<file path="src/dcsma_pkg.sv">
package dcsma_pkg;

	// field widths
	localparam int unsigned SAMPLE_W = 12;
	localparam int unsigned MV_W     = 12;

	// scaling constants: mv = code * FULL_SCALE_MV / FULL_SCALE_CODE
	localparam int unsigned FULL_SCALE_CODE = 4095;
	localparam int unsigned FULL_SCALE_MV   = 3300;

	// width of code * FULL_SCALE_MV
	localparam int unsigned PROD_W = 24;

endpackage

</file>
<file path="src/dcsma_if.sv">
interface dcsma_in_if;
	logic                             valid;
	logic                             ready;
	logic [dcsma_pkg::SAMPLE_W-1:0]   sample_ch1;
	logic [dcsma_pkg::SAMPLE_W-1:0]   sample_ch2;

	modport source (output valid, output sample_ch1, output sample_ch2, input ready);
	modport sink   (input valid, input sample_ch1, input sample_ch2, output ready);
endinterface

interface dcsma_out_if;
	logic                         valid;
	logic                         ready;
	logic [dcsma_pkg::MV_W-1:0]   millivolts_ch1;
	logic [dcsma_pkg::MV_W-1:0]   millivolts_ch2;
	logic [dcsma_pkg::MV_W-1:0]   average_ch1;
	logic [dcsma_pkg::MV_W-1:0]   average_ch2;
	logic                         window_full;

	modport source (output valid, output millivolts_ch1, output millivolts_ch2,
		output average_ch1, output average_ch2, output window_full, input ready);
	modport sink   (input valid, input millivolts_ch1, input millivolts_ch2,
		input average_ch1, input average_ch2, input window_full, output ready);
endinterface

</file>
<file path="src/dual_channel_adc_scale_moving_average_unit.sv">
// Two-channel ADC scaler with a boxcar moving average.
// sample_in takes a pair of 12-bit conversions per request; result_out gives
// both values in millivolts (code*3300/4095, truncated), the truncated mean of
// the last WINDOW_LENGTH millivolt values of each channel, and window_full.
// Pairs that arrive before the first pair with a nonzero second sample are
// consumed and dropped; that pair and every later pair give one result.
// Throughput: one pair per cycle while result_out is not stalled, set by the
// four registered stages (input, scale, window update, average).
// Reset closes the gate, empties the window (ring contents are ignored until
// rewritten, tracked by the slot pointer and fill flag) and clears the sums.
// When result_out stalls, the result holds steady and the stages behind it
// keep taking pairs until all four are occupied; then sample_in.ready drops.
module dual_channel_adc_scale_moving_average_unit #(
	parameter int unsigned WINDOW_LENGTH = 16
) (
	input  logic         clk,
	input  logic         arst_n,
	dcsma_in_if.sink     sample_in,
	dcsma_out_if.source  result_out
);
	import dcsma_pkg::*;

	localparam int unsigned SUM_W = $clog2(WINDOW_LENGTH * FULL_SCALE_MV + 1);

	logic                gate_q;
	logic                accept;
	logic                pass;
	logic                v1_s1, v2_s2, v3_s3, v4_s4;
	logic                rdy1, rdy2, rdy3, rdy4;
	logic [SAMPLE_W-1:0] ch1_s1, ch2_s1;
	logic [MV_W-1:0]     mv1_s2, mv2_s2;
	logic [MV_W-1:0]     mv1_s3, mv2_s3;
	logic [SUM_W-1:0]    sum1_s3, sum2_s3;
	logic                full_s3;
	logic [MV_W-1:0]     mv1_s4, mv2_s4;
	logic [MV_W-1:0]     avg1_s4, avg2_s4;
	logic                full_s4;

	// stage handshake, each stage frees as its successor takes its item
	always_comb begin
		rdy4   = !v4_s4 || result_out.ready;
		rdy3   = !v3_s3 || rdy4;
		rdy2   = !v2_s2 || rdy3;
		rdy1   = !v1_s1 || rdy2;
		accept = sample_in.valid && rdy1;
		pass   = gate_q || (sample_in.sample_ch2 != '0);
	end

	assign sample_in.ready = rdy1;

	// start gate and stage valids
	always_ff @(posedge clk or negedge arst_n) begin
		if (!arst_n) begin
			gate_q <= 1'b0;
			v1_s1  <= 1'b0;
			v2_s2  <= 1'b0;
			v3_s3  <= 1'b0;
			v4_s4  <= 1'b0;
		end else begin
			if (accept && pass) begin
				gate_q <= 1'b1;
			end
			if (rdy1) begin
				v1_s1 <= accept && pass;
			end
			if (rdy2) begin
				v2_s2 <= v1_s1;
			end
			if (rdy3) begin
				v3_s3 <= v2_s2;
			end
			if (rdy4) begin
				v4_s4 <= v3_s3;
			end
		end
	end

	// input register
	always_ff @(posedge clk) begin
		if (accept) begin
			ch1_s1 <= sample_in.sample_ch1;
			ch2_s1 <= sample_in.sample_ch2;
		end
	end

	// millivolt scaling
	dcsma_scale u_scale_ch1 (
		.clk   (clk),
		.load  (rdy2),
		.code  (ch1_s1),
		.mv_s2 (mv1_s2)
	);

	dcsma_scale u_scale_ch2 (
		.clk   (clk),
		.load  (rdy2),
		.code  (ch2_s1),
		.mv_s2 (mv2_s2)
	);

	// ring update and running sums
	dcsma_window #(
		.WINDOW_LENGTH (WINDOW_LENGTH)
	) u_window (
		.clk     (clk),
		.arst_n  (arst_n),
		.load    (rdy3),
		.commit  (v2_s2 && rdy3),
		.mv1     (mv1_s2),
		.mv2     (mv2_s2),
		.mv1_s3  (mv1_s3),
		.mv2_s3  (mv2_s3),
		.sum1_s3 (sum1_s3),
		.sum2_s3 (sum2_s3),
		.full_s3 (full_s3)
	);

	// window means
	dcsma_average #(
		.WINDOW_LENGTH (WINDOW_LENGTH)
	) u_avg_ch1 (
		.clk   (clk),
		.load  (rdy4),
		.sum   (sum1_s3),
		.avg_q (avg1_s4)
	);

	dcsma_average #(
		.WINDOW_LENGTH (WINDOW_LENGTH)
	) u_avg_ch2 (
		.clk   (clk),
		.load  (rdy4),
		.sum   (sum2_s3),
		.avg_q (avg2_s4)
	);

	// output register
	always_ff @(posedge clk) begin
		if (rdy4) begin
			mv1_s4  <= mv1_s3;
			mv2_s4  <= mv2_s3;
			full_s4 <= full_s3;
		end
	end

	assign result_out.valid          = v4_s4;
	assign result_out.millivolts_ch1 = mv1_s4;
	assign result_out.millivolts_ch2 = mv2_s4;
	assign result_out.average_ch1    = avg1_s4;
	assign result_out.average_ch2    = avg2_s4;
	assign result_out.window_full    = full_s4;

endmodule

</file>
<file path="src/dcsma_scale.sv">
module dcsma_scale (
	input  logic                            clk,
	input  logic                            load,
	input  logic [dcsma_pkg::SAMPLE_W-1:0]  code,
	output logic [dcsma_pkg::MV_W-1:0]      mv_s2
);
	import dcsma_pkg::*;

	logic [PROD_W-1:0]   prod;
	logic [MV_W-1:0]     q_est;
	logic [SAMPLE_W:0]   rem;
	logic [MV_W-1:0]     mv;

	// code * 3300, then divide by 4095 as prod/4096 plus one correction step
	// prod = 4095*q_est + (low bits + q_est), and that remainder stays below 2*4095
	always_comb begin
		prod  = PROD_W'(code) * PROD_W'(FULL_SCALE_MV);
		q_est = MV_W'(prod[PROD_W-1:SAMPLE_W]);
		rem   = {1'b0, prod[SAMPLE_W-1:0]} + (SAMPLE_W+1)'(q_est);
		mv    = q_est + MV_W'(rem >= (SAMPLE_W+1)'(FULL_SCALE_CODE));
	end

	// scaled value register
	always_ff @(posedge clk) begin
		if (load) begin
			mv_s2 <= mv;
		end
	end

endmodule

</file>
<file path="src/dcsma_window.sv">
module dcsma_window #(
	parameter int unsigned WINDOW_LENGTH = 16
) (
	input  logic                          clk,
	input  logic                          arst_n,
	input  logic                          load,
	input  logic                          commit,
	input  logic [dcsma_pkg::MV_W-1:0]    mv1,
	input  logic [dcsma_pkg::MV_W-1:0]    mv2,
	output logic [dcsma_pkg::MV_W-1:0]    mv1_s3,
	output logic [dcsma_pkg::MV_W-1:0]    mv2_s3,
	output logic [$clog2(WINDOW_LENGTH*dcsma_pkg::FULL_SCALE_MV+1)-1:0] sum1_s3,
	output logic [$clog2(WINDOW_LENGTH*dcsma_pkg::FULL_SCALE_MV+1)-1:0] sum2_s3,
	output logic                          full_s3
);
	import dcsma_pkg::*;

	localparam int unsigned SUM_W  = $clog2(WINDOW_LENGTH * FULL_SCALE_MV + 1);
	localparam int unsigned IDX_W  = (WINDOW_LENGTH > 1) ? $clog2(WINDOW_LENGTH) : 1;
	localparam int unsigned WORD_W = 2 * MV_W;

	logic [WORD_W-1:0] ring_mem [WINDOW_LENGTH];
	logic [WORD_W-1:0] rd_q;
	logic [WORD_W-1:0] wd_q;
	logic              byp_q;
	logic [IDX_W-1:0]  idx_q;
	logic [IDX_W-1:0]  idx_nxt;
	logic              filled_q;
	logic [SUM_W-1:0]  sum1_q;
	logic [SUM_W-1:0]  sum2_q;
	logic [SUM_W-1:0]  sum1_nxt;
	logic [SUM_W-1:0]  sum2_nxt;
	logic              last;
	logic [WORD_W-1:0] wdata;
	logic [WORD_W-1:0] old_word;

	// slot pointer; the slot being replaced is written before only once the ring has wrapped
	always_comb begin
		last    = (idx_q == IDX_W'(WINDOW_LENGTH - 1));
		idx_nxt = idx_q;
		if (commit) begin
			idx_nxt = last ? '0 : idx_q + IDX_W'(1);
		end
		wdata = {mv2, mv1};
		if (!filled_q) begin
			old_word = '0;
		end else if (byp_q) begin
			old_word = wd_q;
		end else begin
			old_word = rd_q;
		end
		sum1_nxt = sum1_q - SUM_W'(old_word[MV_W-1:0]) + SUM_W'(mv1);
		sum2_nxt = sum2_q - SUM_W'(old_word[WORD_W-1:MV_W]) + SUM_W'(mv2);
	end

	// ring memory, read one request ahead at the next slot
	always_ff @(posedge clk) begin
		if (commit) begin
			ring_mem[idx_q] <= wdata;
		end
		rd_q <= ring_mem[idx_nxt];
		wd_q <= wdata;
	end

	// read-during-write bypass, only hit with a one-entry window
	always_ff @(posedge clk or negedge arst_n) begin
		if (!arst_n) begin
			byp_q <= 1'b0;
		end else begin
			byp_q <= commit && (idx_nxt == idx_q);
		end
	end

	// pointer, fill state and running sums
	always_ff @(posedge clk or negedge arst_n) begin
		if (!arst_n) begin
			idx_q    <= '0;
			filled_q <= 1'b0;
			sum1_q   <= '0;
			sum2_q   <= '0;
		end else if (commit) begin
			idx_q    <= idx_nxt;
			filled_q <= filled_q | last;
			sum1_q   <= sum1_nxt;
			sum2_q   <= sum2_nxt;
		end
	end

	// stage 3 payload
	always_ff @(posedge clk) begin
		if (load) begin
			mv1_s3  <= mv1;
			mv2_s3  <= mv2;
			sum1_s3 <= sum1_nxt;
			sum2_s3 <= sum2_nxt;
			full_s3 <= filled_q | last;
		end
	end

endmodule

</file>
<file path="src/dcsma_average.sv">
module dcsma_average #(
	parameter int unsigned WINDOW_LENGTH = 16
) (
	input  logic                        clk,
	input  logic                        load,
	input  logic [$clog2(WINDOW_LENGTH*dcsma_pkg::FULL_SCALE_MV+1)-1:0] sum,
	output logic [dcsma_pkg::MV_W-1:0]  avg_q
);
	import dcsma_pkg::*;

	localparam int unsigned SUM_W   = $clog2(WINDOW_LENGTH * FULL_SCALE_MV + 1);
	localparam int unsigned LOG_W   = $clog2(WINDOW_LENGTH);
	localparam int unsigned SHIFT   = SUM_W + LOG_W;
	localparam int unsigned RECIP_W = SUM_W + 2;
	localparam longint unsigned RECIP =
		((64'd1 << SHIFT) + WINDOW_LENGTH - 1) / WINDOW_LENGTH;

	logic [SUM_W+RECIP_W-1:0] prod;

	// sum / WINDOW_LENGTH as multiply by rounded-up reciprocal, exact over the sum range
	always_comb begin
		prod = (SUM_W+RECIP_W)'(sum) * (SUM_W+RECIP_W)'(RECIP_W'(RECIP));
	end

	// result register
	always_ff @(posedge clk) begin
		if (load) begin
			avg_q <= prod[SHIFT +: MV_W];
		end
	end

endmodule
</file>
<file path="src/flat_wrapper.sv">
// flat-port wrapper written by rule: the top's interface ports become plain ports
module dual_channel_adc_scale_moving_average_unit_flat import dcsma_pkg::*;
#(
	parameter int unsigned WINDOW_LENGTH = 16
)
  (clk, arst_n, sample_in_valid, sample_in_sample_ch1, sample_in_sample_ch2, sample_in_ready, result_out_valid, result_out_millivolts_ch1, result_out_millivolts_ch2, result_out_average_ch1, result_out_average_ch2, result_out_window_full, result_out_ready);
  dcsma_in_if sample_in_i ();
  dcsma_out_if result_out_i ();
  input  logic clk;
  input  logic arst_n;
  input wire logic [$bits(sample_in_i.valid)-1:0] sample_in_valid;
  input wire logic [$bits(sample_in_i.sample_ch1)-1:0] sample_in_sample_ch1;
  input wire logic [$bits(sample_in_i.sample_ch2)-1:0] sample_in_sample_ch2;
  output wire logic [$bits(sample_in_i.ready)-1:0] sample_in_ready;
  output wire logic [$bits(result_out_i.valid)-1:0] result_out_valid;
  output wire logic [$bits(result_out_i.millivolts_ch1)-1:0] result_out_millivolts_ch1;
  output wire logic [$bits(result_out_i.millivolts_ch2)-1:0] result_out_millivolts_ch2;
  output wire logic [$bits(result_out_i.average_ch1)-1:0] result_out_average_ch1;
  output wire logic [$bits(result_out_i.average_ch2)-1:0] result_out_average_ch2;
  output wire logic [$bits(result_out_i.window_full)-1:0] result_out_window_full;
  input wire logic [$bits(result_out_i.ready)-1:0] result_out_ready;
  assign sample_in_i.valid = sample_in_valid;
  assign sample_in_i.sample_ch1 = sample_in_sample_ch1;
  assign sample_in_i.sample_ch2 = sample_in_sample_ch2;
  assign sample_in_ready = sample_in_i.ready;
  assign result_out_valid = result_out_i.valid;
  assign result_out_millivolts_ch1 = result_out_i.millivolts_ch1;
  assign result_out_millivolts_ch2 = result_out_i.millivolts_ch2;
  assign result_out_average_ch1 = result_out_i.average_ch1;
  assign result_out_average_ch2 = result_out_i.average_ch2;
  assign result_out_window_full = result_out_i.window_full;
  assign result_out_i.ready = result_out_ready;
  dual_channel_adc_scale_moving_average_unit #(.WINDOW_LENGTH(WINDOW_LENGTH)) u_core (.clk(clk), .arst_n(arst_n), .sample_in(sample_in_i), .result_out(result_out_i));
endmodule
</file>
<file path="config.mk">
export PLATFORM = sky130hd
export DESIGN_NAME = dual_channel_adc_scale_moving_average_unit_flat
export DESIGN_NICKNAME = d
export VERILOG_FILES = /design/src/dcsma_pkg.sv /design/src/dcsma_if.sv /design/src/dual_channel_adc_scale_moving_average_unit.sv /design/src/dcsma_scale.sv /design/src/dcsma_window.sv /design/src/dcsma_average.sv /design/src/flat_wrapper.sv
export SDC_FILE = /design/constraint.sdc
export NUM_CORES = 1
export LEC_CHECK = 0
export BUFFER_PORTS_ARGS = -buffer_cell sky130_fd_sc_hd__buf_2
export CAP_MARGIN = 20
export CORE_MARGIN = 2
export CORE_UTILIZATION = 35
export CTS_BUF_LIST = sky130_fd_sc_hd__clkbuf_16
export DETAILED_ROUTE_END_ITERATION = 8
export GPL_ROUTABILITY_DRIVEN = 0
export PLACE_DENSITY = 0.48
export SYNTH_ARGS = -nofsm -noshare
export SYNTH_HDL_FRONTEND = slang
export SYNTH_SLANG_ARGS = --single-unit
export TNS_END_PERCENT = 30
</file>
<file path="constraint.sdc">
create_clock -name clk -period 10.2 [get_ports clk]
set_clock_uncertainty 0.1 [all_clocks]
set_input_delay 1.53 -clock clk [delete_from_list [all_inputs] [get_ports clk]]
set_output_delay 1.53 -clock clk [all_outputs]
set_load 0.02 [all_outputs]
</file>
==> results.cfg <==
[synthesis]
synth_simple_gate_area_frac = 0.0828
synth-warning-count = 0
syn_nets = 2639
synth-edff-count = 530
syn_inst = 2323
synth.distinct_cells = 81
synth_area_um2 = 30900
synth_top_family_by_area = adder cells
ys.flop_type = edfxtp_1
async_flop_share = 0.0692
synth_fa_ha_area_frac = 0.138
synth_mux_area_frac = 0.0597
yosysSeqAreaShare = 0.581
syn_avg_cell_area_um2 = 13.3
synth_compound_area_frac = 0.0720
synth-seq-cells = 621
synth-xor-area-share = 0.0291

[cts]
cts.sinks = 621
cts_setup_buffers = 0
ctsResizeCount = 0
postCtsHoldBufs = 0
cts_tree = yes
clkSlewWorstSetupHoldPaths_ns = 0.06
cts_made_buffers = 72
ctsRootBufferMaster = clkbuf_16
max-clock-path-buffers = 3
cts_max_level = 3
clkLatencyLatePin_ns = 0.61

[floorplanning]
initial_core_util = 0.354
core_um2 = 87200
std_cell_rows = 108
die_w_um = 301
fp.dieH_um = 301
io_pins = 79
dieArea_um2 = 90600

[worst_hold_path]
min_path_cells = 0
hp-class = flop to flop

[critical_path]
crit_top_cell = ha_1
worst_r2r_endpoint = u_core.u_scale_ch2.mv_s2[6]
startpoint_type = flop
cp_max_fo = 6
cp.required_ns = 10.45
arrival_ns = 8.76
crit_end = u_core.u_scale_ch2.mv_s2[6]
crit_start = u_core.ch2_s1[1]
rr_worst_depth = 33
r2r_slack_ns = 1.69
critPathKind = flop to flop
slowest_delay_ns = 0.55
crit_slowest_cell = or4_2
setup.worst_path.end_class = flop
r2r-start = u_core.ch2_s1[1]

[route]
route.detailed.drc = 0
drt_wl_total_mm = 68.3
postRouteAntennaNets = 0
top_layer_used = met4
wl_met2_mm = 32.3
wl_met1_mm = 32.2
drtIter0Drc = 925
vias_per_cell = 4.91
wl_per_cell_um = 18.6
dr_total_vias = 18011
first_pass_iters = 6
route.met3.wl_mm = 2.41

[layout]
fill_cells = 8110
finalNonFillerCells = 3665
final_common_cell = edfxtp_1
mostFrequentLayoutCells = edfxtp_1, nand2_1, inv_1
syn2layout_area_growth_pct = 14.0
multi_input_area_um2 = 11800
final_nets = 2767
post-route-util = 0.404
drive_gt1_frac = 0.118
register_area_um2 = 18000

[place]
hpwlAfterDp_mm = 44.3
port_buffers = 78
place_inst = 3531

[sta]
fmax_mhz = 118
rsz0062_at_grt = no
fin_tns_setup_ns = 0
final.min_clock_period_ns = 8.51
hold_viol = 0
final-max-slew-violation-count = 0
worst_pin_slew_ns = 1.13
post-route-period-util = 0.834
slew_headroom = 0.249
setup_violations = 0

[global_routing]
grt_pass1_wl_mm = 107
grt_usage = 0.153
grt_max_degree = 142
grt_overflow_total = 0
grt_pass1_vias = 18578
antenna_found_initial = 2

[status]
status = finished clean

[flow_run]
cap_violations = 0
[worst max-delay path, delay by kind of cell (launching register included)]
family | cells | cell delay, ns
fa+ha+maj | 9 | 3.30
flops | 1 | 0.53
buf+inv | 4 | 0.21
compound gates | 9 | 1.68
xor+xnor | 3 | 0.68
mux | 1 | 0.21
simple gates | 7 | 1.54
[cell usage after synthesis (all sizes together), types with 43 or more instances]
cell    number  area [um2]
mux2i      122        1220
xnor2       61         542
a21oi       77         412
fa          82        1640
nor2        56         210
o21ai       51         259
dfxtp       48         961
ha         206        2580
inv        220         826
dfrtp       43        1080
clkbuf      54         203
nand2      257         965
edfxtp     530       15900
and3        72         450
[final cells by class]
cell class	count	share of cell area
well taps	1155	0.0411
repair buffers	130	0.0224
multi-input cells	1404	0.336
flip-flops and latches	621	0.510
clock buffers	73	0.0519
inverters	222	0.0239
clock inverters	58	0.0146
diodes	2	0.000142
[per-stage QoR]
step | cell area (um2) | hold WS (ns) | setup WS [ns]
6_report | 35200 | 0.316 | 1.69
5_1_grt | 35200 | 0.322 | 1.14
4_1_cts | 35200 | 0.317 | 1.66
3_5_place_dp | 32800 | 0.305 | 1.67
3_3_place_gp | 32800 | 0.302 | 1.84
2_1_floorplan | 30900 | 0.300 | 2.51
[layer usage]
| metal | vias up | track usage |
|---|---|---|
| li1 | 8680 | - |
| met1 | 8969 | 0.210 |
| met2 | 278 | 0.253 |
| met3 | 84 | 0.0224 |
| met4 | 0 | 0.0412 |
| met5 | - | 0 |
[logic make-up after synthesis]
group / count (synthesis)
AOI/OAI and AO/OA: 325
xor gates and xnor gates: 95
adders and majority gates: 291
buffers and inverters: 298
DFF: 621
muxes: 153
other: 1
and+or+nand+nor: 539
[sequential cells by signal, indices dropped and copies added (netlist names), 16 cells and up]
name                      flops
u_core.u_window.rd_q         24
u_core.u_window.ring_mem    384
u_core.u_window.sum1_q       16
u_core.u_window.sum2_q       16
u_core.u_window.wd_q         24
[how the worst min path moves through the flow]
stage	startpoint	to
6_report	u_core.u_window.sum2_s3[13]	u_core.u_avg_ch2.avg_q[9]
5_1_grt	u_core.u_window.sum2_s3[15]	u_core.u_avg_ch2.avg_q[11]
4_1_cts	u_core.u_window.sum2_s3[5]	u_core.u_avg_ch2.avg_q[1]
3_5_place_dp	u_core.u_window.mv2_s3[9]	u_core.result_out.millivolts_ch2[9]
3_3_place_gp	u_core.u_window.sum1_s3[12]	u_core.u_avg_ch1.avg_q[8]
2_1_floorplan	u_core.u_window.mv1_s3[0]	u_core.result_out.millivolts_ch1[0]
Power is not shown: default switching activity piles up to over one toggle a cycle in this logic, so the estimate is an artifact.
